**src/hdl/psrq_pkg.sv**
```systemverilog
// Shared types and constants of the paced segment release queue.
package psrq_pkg;

  localparam int unsigned TAG_W       = 16;
  localparam int unsigned DUR_W       = 16;
  localparam int unsigned TOT_W       = 21;
  localparam int unsigned CNT_OUT_W   = 6;
  localparam int unsigned CFG_IDX_W   = 2;
  localparam int unsigned CFG_DATA_W  = 21;

  localparam logic [DUR_W-1:0] DEFAULT_FALLBACK_MS = 16'd1000;
  localparam logic [TOT_W-1:0] TOTAL_MAX           = 21'h1FFFFF;

  // Configuration register indexes.
  localparam logic [CFG_IDX_W-1:0] REG_FALLBACK = 2'd0;
  localparam logic [CFG_IDX_W-1:0] REG_STARTUP  = 2'd1;
  localparam logic [CFG_IDX_W-1:0] REG_RECOVERY = 2'd2;

  typedef enum logic [1:0] {
    OP_PUSH  = 2'd0,
    OP_TICK  = 2'd1,
    OP_FLUSH = 2'd2
  } op_e;

  typedef enum logic [1:0] {
    ST_IDLE,
    ST_REL,
    ST_FL_RD,
    ST_FL_OUT
  } state_e;

  typedef struct packed {
    logic [DUR_W-1:0] fallback_ms;  // already mapped: zero reads as the default
    logic [TOT_W-1:0] startup_ms;
    logic [TOT_W-1:0] recovery_ms;
  } cfg_t;

  typedef struct packed {
    logic [TAG_W-1:0] tag;
    logic [DUR_W-1:0] dur;
  } entry_t;

endpackage

```
**src/hdl/psrq_cfg.sv**
```systemverilog
// Configuration registers of the paced segment release queue.
module psrq_cfg
  import psrq_pkg::*;
(
  input  logic                  clk_i,
  input  logic                  rst_ni,
  input  logic                  cfg_we_i,
  input  logic [CFG_IDX_W-1:0]  cfg_idx_i,
  input  logic [CFG_DATA_W-1:0] cfg_wdata_i,
  output cfg_t                  cfg_o
);

  logic [DUR_W-1:0] fallback_q;
  logic [TOT_W-1:0] startup_q;
  logic [TOT_W-1:0] recovery_q;

  always_ff @(posedge clk_i or negedge rst_ni) begin
    if (!rst_ni) begin
      fallback_q <= DEFAULT_FALLBACK_MS;
      startup_q  <= '0;
      recovery_q <= '0;
    end else if (cfg_we_i) begin
      case (cfg_idx_i)
        REG_FALLBACK: fallback_q <= cfg_wdata_i[DUR_W-1:0];
        REG_STARTUP:  startup_q  <= cfg_wdata_i[TOT_W-1:0];
        REG_RECOVERY: recovery_q <= cfg_wdata_i[TOT_W-1:0];
        default: ;
      endcase
    end
  end

  // A programmed fallback of zero stands for the default interval.
  assign cfg_o.fallback_ms = (fallback_q == '0) ? DEFAULT_FALLBACK_MS : fallback_q;
  assign cfg_o.startup_ms  = startup_q;
  assign cfg_o.recovery_ms = recovery_q;

endmodule

```
**src/hdl/psrq_ring.sv**
```systemverilog
// Segment ring memory: one write port, one registered read port.
module psrq_ring
  import psrq_pkg::*;
#(
  parameter int unsigned DEPTH = 32,
  parameter int unsigned AW    = 5
) (
  input  logic          clk_i,
  input  logic          we_i,
  input  logic [AW-1:0] waddr_i,
  input  entry_t        wdata_i,
  input  logic          re_i,
  input  logic [AW-1:0] raddr_i,
  output entry_t        rdata_o
);

  entry_t mem [DEPTH];
  entry_t rdata_q;

  always_ff @(posedge clk_i) begin
    if (we_i) begin
      mem[waddr_i] <= wdata_i;
    end
  end

  // Read data holds until the next read is issued.
  always_ff @(posedge clk_i) begin
    if (re_i) begin
      rdata_q <= mem[raddr_i];
    end
  end

  assign rdata_o = rdata_q;

endmodule

```
**src/hdl/paced_segment_release_queue.sv**
```systemverilog
// Top level of the paced segment release queue: pacing control and output register.
//
// A FIFO pacer for media segments held in a ring memory of QUEUE_DEPTH entries.
// A push word stores a tag and its effective duration (zero selects the fallback
// interval) and adds that duration to a saturating buffered total; a tick word
// counts the release countdown down by one millisecond. Releases start once the
// buffered total reaches the startup threshold, or the recovery threshold after
// anything has been released; the first segment then goes out at once and each
// next one after as many ticks as the previous one lasted. A push or tick that
// releases nothing is done at once; one that releases a segment also waits in
// the release state for the head entry, which comes back from the registered
// ring read, and stays there while the output register is still occupied. A
// flush word stops the block for good and drains the ring in order, each segment
// by a ring read and then an output load, marking the last word. Input words are
// accepted while an earlier result still waits at the output. The ring needs no
// clearing pass: only queued entries are ever read. queue_count_o is six bits
// wide, which covers depths up to 63.
module paced_segment_release_queue
  import psrq_pkg::*;
#(
  parameter int unsigned QUEUE_DEPTH = 32
) (
  input  logic                  clk_i,
  input  logic                  rst_ni,
  // Configuration write port.
  input  logic                  cfg_we_i,
  input  logic [CFG_IDX_W-1:0]  cfg_idx_i,
  input  logic [CFG_DATA_W-1:0] cfg_wdata_i,
  // Input channel.
  input  logic                  in_valid_i,
  output logic                  in_stall_o,
  input  logic [1:0]            opcode_i,
  input  logic [TAG_W-1:0]      seg_tag_i,
  input  logic [DUR_W-1:0]      seg_duration_ms_i,
  // Output channel.
  output logic                  out_valid_o,
  input  logic                  out_stall_i,
  output logic [TAG_W-1:0]      out_tag_o,
  output logic [DUR_W-1:0]      out_duration_ms_o,
  output logic                  from_flush_o,
  output logic                  flush_last_o,
  output logic [CNT_OUT_W-1:0]  queue_count_o,
  output logic [TOT_W-1:0]      buffered_ms_o,
  output logic                  overflow_seen_o
);

  localparam int unsigned AW = (QUEUE_DEPTH > 1) ? $clog2(QUEUE_DEPTH) : 1;
  localparam int unsigned CW = $clog2(QUEUE_DEPTH + 1);

  cfg_t cfg;

  psrq_cfg u_cfg (
    .clk_i      (clk_i),
    .rst_ni     (rst_ni),
    .cfg_we_i   (cfg_we_i),
    .cfg_idx_i  (cfg_idx_i),
    .cfg_wdata_i(cfg_wdata_i),
    .cfg_o      (cfg)
  );

  // Control state.
  state_e           state_q, state_d;
  logic [AW-1:0]    head_q, head_d;
  logic [CW-1:0]    cnt_q, cnt_d;
  logic [TOT_W-1:0] tot_q, tot_d;
  logic [DUR_W-1:0] cd_q, cd_d;
  logic             primed_q, primed_d;
  logic             rel_before_q, rel_before_d;
  logic             halted_q, halted_d;
  logic             ovf_q, ovf_d;
  logic             fwd_q, fwd_d;
  entry_t           fwd_entry_q;

  // Output register.
  logic             out_valid_q, out_valid_d;
  logic [TAG_W-1:0] out_tag_q, out_tag_d;
  logic [DUR_W-1:0] out_dur_q, out_dur_d;
  logic             out_fl_q, out_fl_d;
  logic             out_last_q, out_last_d;
  logic [CW-1:0]    out_cnt_q, out_cnt_d;
  logic [TOT_W-1:0] out_tot_q, out_tot_d;
  logic             out_ovf_q, out_ovf_d;

  // Ring access.
  logic             ring_we, ring_re;
  logic [AW-1:0]    tail_addr;
  entry_t           push_entry, rd_entry, pop_entry;

  logic             in_accept, slot_free, full, push_ok, release_now;
  logic [DUR_W-1:0] eff_dur;
  logic [TOT_W:0]   sum_tot;
  logic [TOT_W-1:0] sat_tot, need, p_tot, pop_tot, pop_sub;
  logic [CW-1:0]    p_cnt, cnt_dec;
  logic [DUR_W-1:0] p_cd;
  logic             p_primed;
  logic [AW:0]      tail_sum;
  logic [AW-1:0]    head_inc;
  op_e              op;

  assign op         = op_e'(opcode_i);
  assign in_stall_o = (state_q != ST_IDLE);
  assign in_accept  = in_valid_i && !in_stall_o;
  assign slot_free  = !out_valid_q || !out_stall_i;

  assign full     = (cnt_q == CW'(QUEUE_DEPTH));
  assign eff_dur  = (seg_duration_ms_i == '0) ? cfg.fallback_ms : seg_duration_ms_i;
  assign sum_tot  = {1'b0, tot_q} + (TOT_W+1)'(eff_dur);
  assign sat_tot  = sum_tot[TOT_W] ? TOTAL_MAX : sum_tot[TOT_W-1:0];
  assign need     = rel_before_q ? cfg.recovery_ms : cfg.startup_ms;

  // Tail address is head plus count, wrapped at the ring depth.
  assign tail_sum  = (AW+1)'(head_q) + (AW+1)'(cnt_q);
  assign tail_addr = (tail_sum >= (AW+1)'(QUEUE_DEPTH)) ?
                     AW'(tail_sum - (AW+1)'(QUEUE_DEPTH)) : tail_sum[AW-1:0];
  assign head_inc  = (head_q == AW'(QUEUE_DEPTH - 1)) ? '0 : head_q + AW'(1);
  assign cnt_dec   = cnt_q - CW'(1);

  assign push_entry.tag = seg_tag_i;
  assign push_entry.dur = eff_dur;

  // A segment pushed into an empty ring is also the head read in the same
  // cycle, so its word is forwarded instead of taken from the ring.
  assign pop_entry = fwd_q ? fwd_entry_q : rd_entry;
  assign pop_sub   = (TOT_W'(pop_entry.dur) < tot_q) ? TOT_W'(pop_entry.dur) : tot_q;
  assign pop_tot   = tot_q - pop_sub;

  assign push_ok = in_accept && !halted_q && (op == OP_PUSH) && !full;
  assign ring_we = push_ok;

  psrq_ring #(
    .DEPTH(QUEUE_DEPTH),
    .AW   (AW)
  ) u_ring (
    .clk_i  (clk_i),
    .we_i   (ring_we),
    .waddr_i(tail_addr),
    .wdata_i(push_entry),
    .re_i   (ring_re),
    .raddr_i(head_q),
    .rdata_o(rd_entry)
  );

  // Pacing check on the state as a push or tick leaves it.
  always_comb begin
    p_cnt       = cnt_q;
    p_tot       = tot_q;
    p_cd        = cd_q;
    p_primed    = primed_q;
    release_now = 1'b0;
    if (op == OP_PUSH) begin
      if (!full) begin
        p_cnt = cnt_q + CW'(1);
        p_tot = sat_tot;
      end
    end else if (cd_q != '0) begin
      p_cd = cd_q - DUR_W'(1);
    end
    if (p_cnt == '0) begin
      p_primed = 1'b0;
    end else if (!primed_q) begin
      if (p_tot >= need) begin
        p_primed    = 1'b1;
        p_cd        = '0;
        release_now = 1'b1;
      end
    end else if (p_cd == '0) begin
      release_now = 1'b1;
    end
  end

  always_comb begin
    state_d      = state_q;
    head_d       = head_q;
    cnt_d        = cnt_q;
    tot_d        = tot_q;
    cd_d         = cd_q;
    primed_d     = primed_q;
    rel_before_d = rel_before_q;
    halted_d     = halted_q;
    ovf_d        = ovf_q;
    fwd_d        = fwd_q;
    ring_re      = 1'b0;
    out_valid_d  = out_valid_q && out_stall_i;
    out_tag_d    = out_tag_q;
    out_dur_d    = out_dur_q;
    out_fl_d     = out_fl_q;
    out_last_d   = out_last_q;
    out_cnt_d    = out_cnt_q;
    out_tot_d    = out_tot_q;
    out_ovf_d    = out_ovf_q;

    case (state_q)
      ST_IDLE: begin
        if (in_accept && !halted_q) begin
          case (op)
            OP_PUSH, OP_TICK: begin
              cnt_d    = p_cnt;
              tot_d    = p_tot;
              cd_d     = p_cd;
              primed_d = p_primed;
              if ((op == OP_PUSH) && full) begin
                ovf_d = 1'b1;
              end
              if (release_now) begin
                ring_re = 1'b1;
                fwd_d   = push_ok && (cnt_q == '0);
                state_d = ST_REL;
              end
            end
            OP_FLUSH: begin
              halted_d = 1'b1;
              tot_d    = '0;
              primed_d = 1'b0;
              if (cnt_q != '0) begin
                state_d = ST_FL_RD;
              end
            end
            default: ;
          endcase
        end
      end
      ST_REL: begin
        // Retire the head once the output register can take its word.
        if (slot_free) begin
          head_d       = head_inc;
          cnt_d        = cnt_dec;
          tot_d        = pop_tot;
          cd_d         = pop_entry.dur;
          rel_before_d = 1'b1;
          if (cnt_dec == '0) begin
            primed_d = 1'b0;
          end
          out_valid_d = 1'b1;
          out_tag_d   = pop_entry.tag;
          out_dur_d   = pop_entry.dur;
          out_fl_d    = 1'b0;
          out_last_d  = 1'b0;
          out_cnt_d   = cnt_dec;
          out_tot_d   = pop_tot;
          out_ovf_d   = ovf_q;
          state_d     = ST_IDLE;
        end
      end
      ST_FL_RD: begin
        ring_re = 1'b1;
        fwd_d   = 1'b0;
        head_d  = head_inc;
        cnt_d   = cnt_dec;
        state_d = ST_FL_OUT;
      end
      ST_FL_OUT: begin
        if (slot_free) begin
          out_valid_d = 1'b1;
          out_tag_d   = rd_entry.tag;
          out_dur_d   = rd_entry.dur;
          out_fl_d    = 1'b1;
          out_last_d  = (cnt_q == '0);
          out_cnt_d   = cnt_q;
          out_tot_d   = '0;
          out_ovf_d   = ovf_q;
          state_d     = (cnt_q != '0) ? ST_FL_RD : ST_IDLE;
        end
      end
      default: state_d = ST_IDLE;
    endcase
  end

  always_ff @(posedge clk_i or negedge rst_ni) begin
    if (!rst_ni) begin
      state_q      <= ST_IDLE;
      head_q       <= '0;
      cnt_q        <= '0;
      tot_q        <= '0;
      cd_q         <= '0;
      primed_q     <= 1'b0;
      rel_before_q <= 1'b0;
      halted_q     <= 1'b0;
      ovf_q        <= 1'b0;
      fwd_q        <= 1'b0;
      out_valid_q  <= 1'b0;
    end else begin
      state_q      <= state_d;
      head_q       <= head_d;
      cnt_q        <= cnt_d;
      tot_q        <= tot_d;
      cd_q         <= cd_d;
      primed_q     <= primed_d;
      rel_before_q <= rel_before_d;
      halted_q     <= halted_d;
      ovf_q        <= ovf_d;
      fwd_q        <= fwd_d;
      out_valid_q  <= out_valid_d;
    end
  end

  // Payload registers carry no reset.
  always_ff @(posedge clk_i) begin
    if (in_accept) begin
      fwd_entry_q <= push_entry;
    end
    out_tag_q  <= out_tag_d;
    out_dur_q  <= out_dur_d;
    out_fl_q   <= out_fl_d;
    out_last_q <= out_last_d;
    out_cnt_q  <= out_cnt_d;
    out_tot_q  <= out_tot_d;
    out_ovf_q  <= out_ovf_d;
  end

  assign out_valid_o       = out_valid_q;
  assign out_tag_o         = out_tag_q;
  assign out_duration_ms_o = out_dur_q;
  assign from_flush_o      = out_fl_q;
  assign flush_last_o      = out_last_q;
  assign queue_count_o     = CNT_OUT_W'(out_cnt_q);
  assign buffered_ms_o     = out_tot_q;
  assign overflow_seen_o   = out_ovf_q;

  // The ring never holds more segments than it has entries.
  assert property (@(posedge clk_i) disable iff (!rst_ni)
    cnt_q <= CW'(QUEUE_DEPTH))
    else $error("segment count exceeds ring depth");

  // A paced release only happens on a running block with a queued segment.
  assert property (@(posedge clk_i) disable iff (!rst_ni)
    (state_q == ST_REL) |-> (!halted_q && (cnt_q != '0)))
    else $error("paced release without a queued segment or after flush");

  // A flush of a nonempty ring starts draining in the next cycle.
  assert property (@(posedge clk_i) disable iff (!rst_ni)
    (in_accept && !halted_q && (op == OP_FLUSH) && (cnt_q != '0))
      |=> (state_q == ST_FL_RD) && halted_q)
    else $error("flush did not start draining");

  // The final flush word leaves the ring empty.
  assert property (@(posedge clk_i) disable iff (!rst_ni)
    (out_valid_o && flush_last_o) |-> (from_flush_o && (cnt_q == '0)))
    else $error("flush marked last with segments still queued");

endmodule

```
**config.mk**
```make
export PLATFORM = sky130hd
export DESIGN_NAME = paced_segment_release_queue
export DESIGN_NICKNAME = d
export VERILOG_FILES = /design/src/hdl/psrq_pkg.sv /design/src/hdl/psrq_cfg.sv /design/src/hdl/psrq_ring.sv /design/src/hdl/paced_segment_release_queue.sv
export SDC_FILE = /design/constraint.sdc
export NUM_CORES = 2
export LEC_CHECK = 0
export BUFFER_PORTS_ARGS = -buffer_cell sky130_fd_sc_hd__buf_2
export CAP_MARGIN = 20
export CORE_MARGIN = 2
export CORE_UTILIZATION = 62
export DETAILED_ROUTE_END_ITERATION = 8
export PLACE_DENSITY = 0.87
export REMOVE_ABC_BUFFERS = 1
export SLEW_MARGIN = 5
export SYNTH_ARGS = -nofsm -noshare
export SYNTH_HDL_FRONTEND = slang
export SYNTH_SLANG_ARGS = --single-unit
```
**constraint.sdc**
```tcl
create_clock -name clk_i -period 9.3 [get_ports clk_i]
set_input_delay 0.93 -clock clk_i [delete_from_list [all_inputs] [get_ports clk_i]]
set_output_delay 0.93 -clock clk_i [all_outputs]
set_load 0.005 [all_outputs]
```
==> results.txt <==
Post-Synthesis Cells -> 2,724
CP Cell Sequence -> buf_2 > nor4_1 > nand4_1 > nor2_1 > a21o_1 > ha_1 > and4_1 > nand3_1 > a211o_1 > a21oi_1 > o21ai_0 > o21ai_0 > ha_1 > o21a_1 > o21ai_0 > a221o_1 > a21oi_1 > o211ai_1 > o21a_2 > o21ai_4 > buf_4
Crit Path Max Fanout -> 34
Int Power -> 12.3 mW
first-pass GRT wire length -> 219,000 um
post-CTS sizing -> 0
antenna cells -> 0
Sink Count -> 1,264
crit path kind -> input pin to flip-flop
number of synthesized flops with an enable pin -> 1,150
hold-fix buffers at CTS -> 0
Net Sw Power -> 6.27 mW
#FFs+latches synth -> 1,264
Vias per Instance -> 7.30
drt wl/cell -> 37.2 um
setup ws final -> 1780 ps
clock skew -> 28.5 ps
most used cell, CP -> o21ai_0
Seq/Total Area, Yosys -> 71.1%
fraction of registers with async set or reset after synthesis -> 9.02%
Avg Cell Area, Syn -> 19.3 um^2
TritonCTS clock tree -> built
Main synth FF type -> edfxtp_1
via count -> 30,300
DR DRC count -> 0
pwr/cell area -> 315 mW/mm^2
first-iteration detailed-routing DRC count -> 4,689
H-tree levels -> 3
dpl hpwl -> 81,000 um
Core Footprint -> 0.0838 mm^2
Comb pwr share -> 33.9%
drt pass-1 iters -> 6
io pins -> 126
Routed WL -> 154,000 um
CTS root buf -> clkbuf_16
Max Cap Viol -> 0
grt ovf -> 0
Clk pwr share -> 26.6%
sw frac -> 33.7%
initial core utilization -> 62.7%
PortBufs -> 125
Final setup viols -> 0
Die X -> 295 um
Chip Height -> 295 um
Placed Cells -> 3,915
initial antenna violation count -> 1
largest buffer count on any clock path -> 3
static leakage -> 19.8 nW
die area -> 0.0871 mm^2
filler instances -> 4,764
outcome -> finished, final reports clean
Max-slew headroom -> 20.6%
total CTS buffers -> 118
final hold violations -> 0
Worst Reg2Reg Path Length in Cells -> 20
vias in the first global route -> 30,300
Reg area -> 0.0374 mm^2
total power -> 18.6 mW
Clock Latency Late Sink -> 720 ps
count leader, synth -> edfxtp_1
global placer's final weighted congestion -> 0.963
largest area contributor in the netlist -> edfxtp_1
highest clock rate -> 133 MHz
Period minus WS final -> 7520 ps
Post-Syn Area -> 0.0526 mm^2
Yosys warning count -> 0
Yosys cell types -> 74
area delta synth->final -> 12.2%
overall routing resource usage -> 36.1%
largest net degree at the start of global routing -> 69
post-route ant nets -> 0
Max Slew Vio Count -> 0
CP Launch Type -> input pin
CP Capture Type -> flip-flop
Buf/Inv on CP -> 2
area taken by multi-input logic gates -> 0.0148 mm^2
Worst path max stage delay -> 940 ps
Place WS -> 1130 ps
Worst Path Required -> 9630 ps
flop2flop setup slack -> 2170 ps
clock slew at reported path FFs -> 70 ps
Critical R2R Capture -> u_ring.rdata_o[22]
RSZ-0062 raised after global routing -> false
final worst-path cycle share -> 80.9%
slowest CP cell -> a21o_1
Reg power frac -> 39.5%
num rows -> 106
Worst EP arrival -> 7860 ps
cell family with the largest share of critical-path delay -> compound AO/OA/AOI/OAI gates
Min-Delay Path Class -> input pin to asynchronous set/reset pin
Worst-Margin Slew -> 1190 ps
Post-CTS Setup Bufs -> 0
Area contributors post-synth -> edfxtp_1 66%, mux4_2 14%, dfrtp_1 5.1%
top cell type's share of synthesized area -> 65.7%
Post-synth top cells -> 1,150 x edfxtp_1, 320 x mux4_2, 146 x mux2_2, 113 x nor2_1, 108 x dfrtp_1
Peak VDD IR -> 0.221 mV
fin cells -> 4,144
reg2reg start -> u_cfg.fallback_q[5]
fin nets -> 3,060
share of cells above drive strength 1 -> 30.4%
## layout by cell type (no fill, tap or decap), types with 8 or more instances in the layout
| master | instances |
|---|---|
| a21o_1 | 30 |
| a21oi_1 | 69 |
| a221oi_1 | 13 |
| a31oi_1 | 11 |
| and2_1 | 9 |
| and4_1 | 9 |
| buf_2 | 124 |
| buf_4 | 67 |
| bufinv_16 | 14 |
| clkbuf_1 | 25 |
| clkbuf_16 | 119 |
| clkinv_1 | 15 |
| clkinv_2 | 23 |
| dfrtp_1 | 103 |
| edfxtp_1 | 1150 |
| ha_1 | 84 |
| inv_1 | 42 |
| mux2_2 | 146 |
| mux2i_1 | 40 |
| mux4_2 | 320 |
| nand2_1 | 71 |
| nand2b_1 | 8 |
| nand3_1 | 16 |
| nand4_1 | 15 |
| nor2_1 | 81 |
| nor2_4 | 32 |
| nor2b_1 | 18 |
| nor3_1 | 22 |
| nor4_1 | 19 |
| o211ai_1 | 11 |
| o21a_1 | 13 |
| o21ai_0 | 58 |
| or3_1 | 15 |
| xnor2_1 | 30 |
| xor2_1 | 20 |
## power groups by stage
stage / registers, mW / logic, mW / clock network [mW]
4_1_cts: 7.34 / 6.21 / 4.97
3_3_place_gp: 7.42 / 5.78 / 0
5_1_grt: 7.39 / 6.67 / 5.17
2_1_floorplan: 7.66 / 4.69 / 0
3_5_place_dp: 7.45 / 6.03 / 0
6_report: 7.35 / 6.31 / 4.95
## layer usage
metal  global-route usage (%)  part of all wire [%]  up-vias
met1                     45.6                    33    15400
met3                     6.86                    11      623
met4                     20.0                   6.7        2
li1                         -                     -    11600
met2                     59.8                    50     2682
met5                        0                0.0084        -
## worst max path at each step
stage / startpoint / cells past startpoint / slack (ps) / end
6_report: seg_duration_ms_i[14] / 21 / 1780 / u_ring.rdata_o[22]
2_1_floorplan: head_q[0] / 9 / -3920 / u_ring.mem[25][0]
3_3_place_gp: seg_duration_ms_i[12] / 21 / 1480 / u_ring.rdata_o[29]
3_5_place_dp: seg_duration_ms_i[14] / 21 / 1130 / u_ring.rdata_o[29]
5_1_grt: seg_duration_ms_i[14] / 21 / 1380 / cd_q[8]
4_1_cts: seg_duration_ms_i[14] / 21 / 1820 / u_ring.rdata_o[31]
## cells by family after synthesis
kind of cell / Yosys count / synth area share [%]
buffers and inverters: 178 / 1.33
and+or+nand+nor: 347 / 3.27
adders and majority gates: 87 / 2.11
muxes: 506 / 17.6
DFF: 1264 / 71.1
AOI/OAI and AO/OA: 292 / 3.71
xor gates and xnor gates: 50 / 0.833
## state kept, by name (all words and copies together), names as in the netlist, 2 cells and up
name / count
out_tag_o: 16
u_cfg.recovery_q: 21
tot_q: 21
u_cfg.fallback_q: 16
fwd_entry_q: 32
cnt_q: 6
u_ring.mem: 1024
head_q: 5
u_ring.rdata_o: 32
u_cfg.startup_q: 21
buffered_ms_o: 21
queue_count_o: 6
out_duration_ms_o: 16
cd_q: 16
state_q: 2
## through the flow
stage / util, % / TNS (ps) / hold WS (ps) / area [um^2]
2_1_floorplan: - / -3980620 / 426 / 52000
3_3_place_gp: 65.5 / 0 / 464 / 54900
3_5_place_dp: 65.5 / 0 / 469 / 54900
4_1_cts: 70.1 / 0 / 324 / 58800
5_1_grt: 70.4 / 0 / 352 / 59000
6_report: 70.4 / 0 / 308 / 59000
## area by class of cell
class / count / area share (%)
flip-flops and latches: 1264 / 63.4
multi-input cells: 1282 / 25.0
clock buffers: 144 / 5.21
well taps: 1134 / 2.41
repair buffers: 202 / 2.30
clock inverters: 75 / 1.35
inverters: 43 / 0.274
Note: power is estimated with default switching activity, not from simulation.
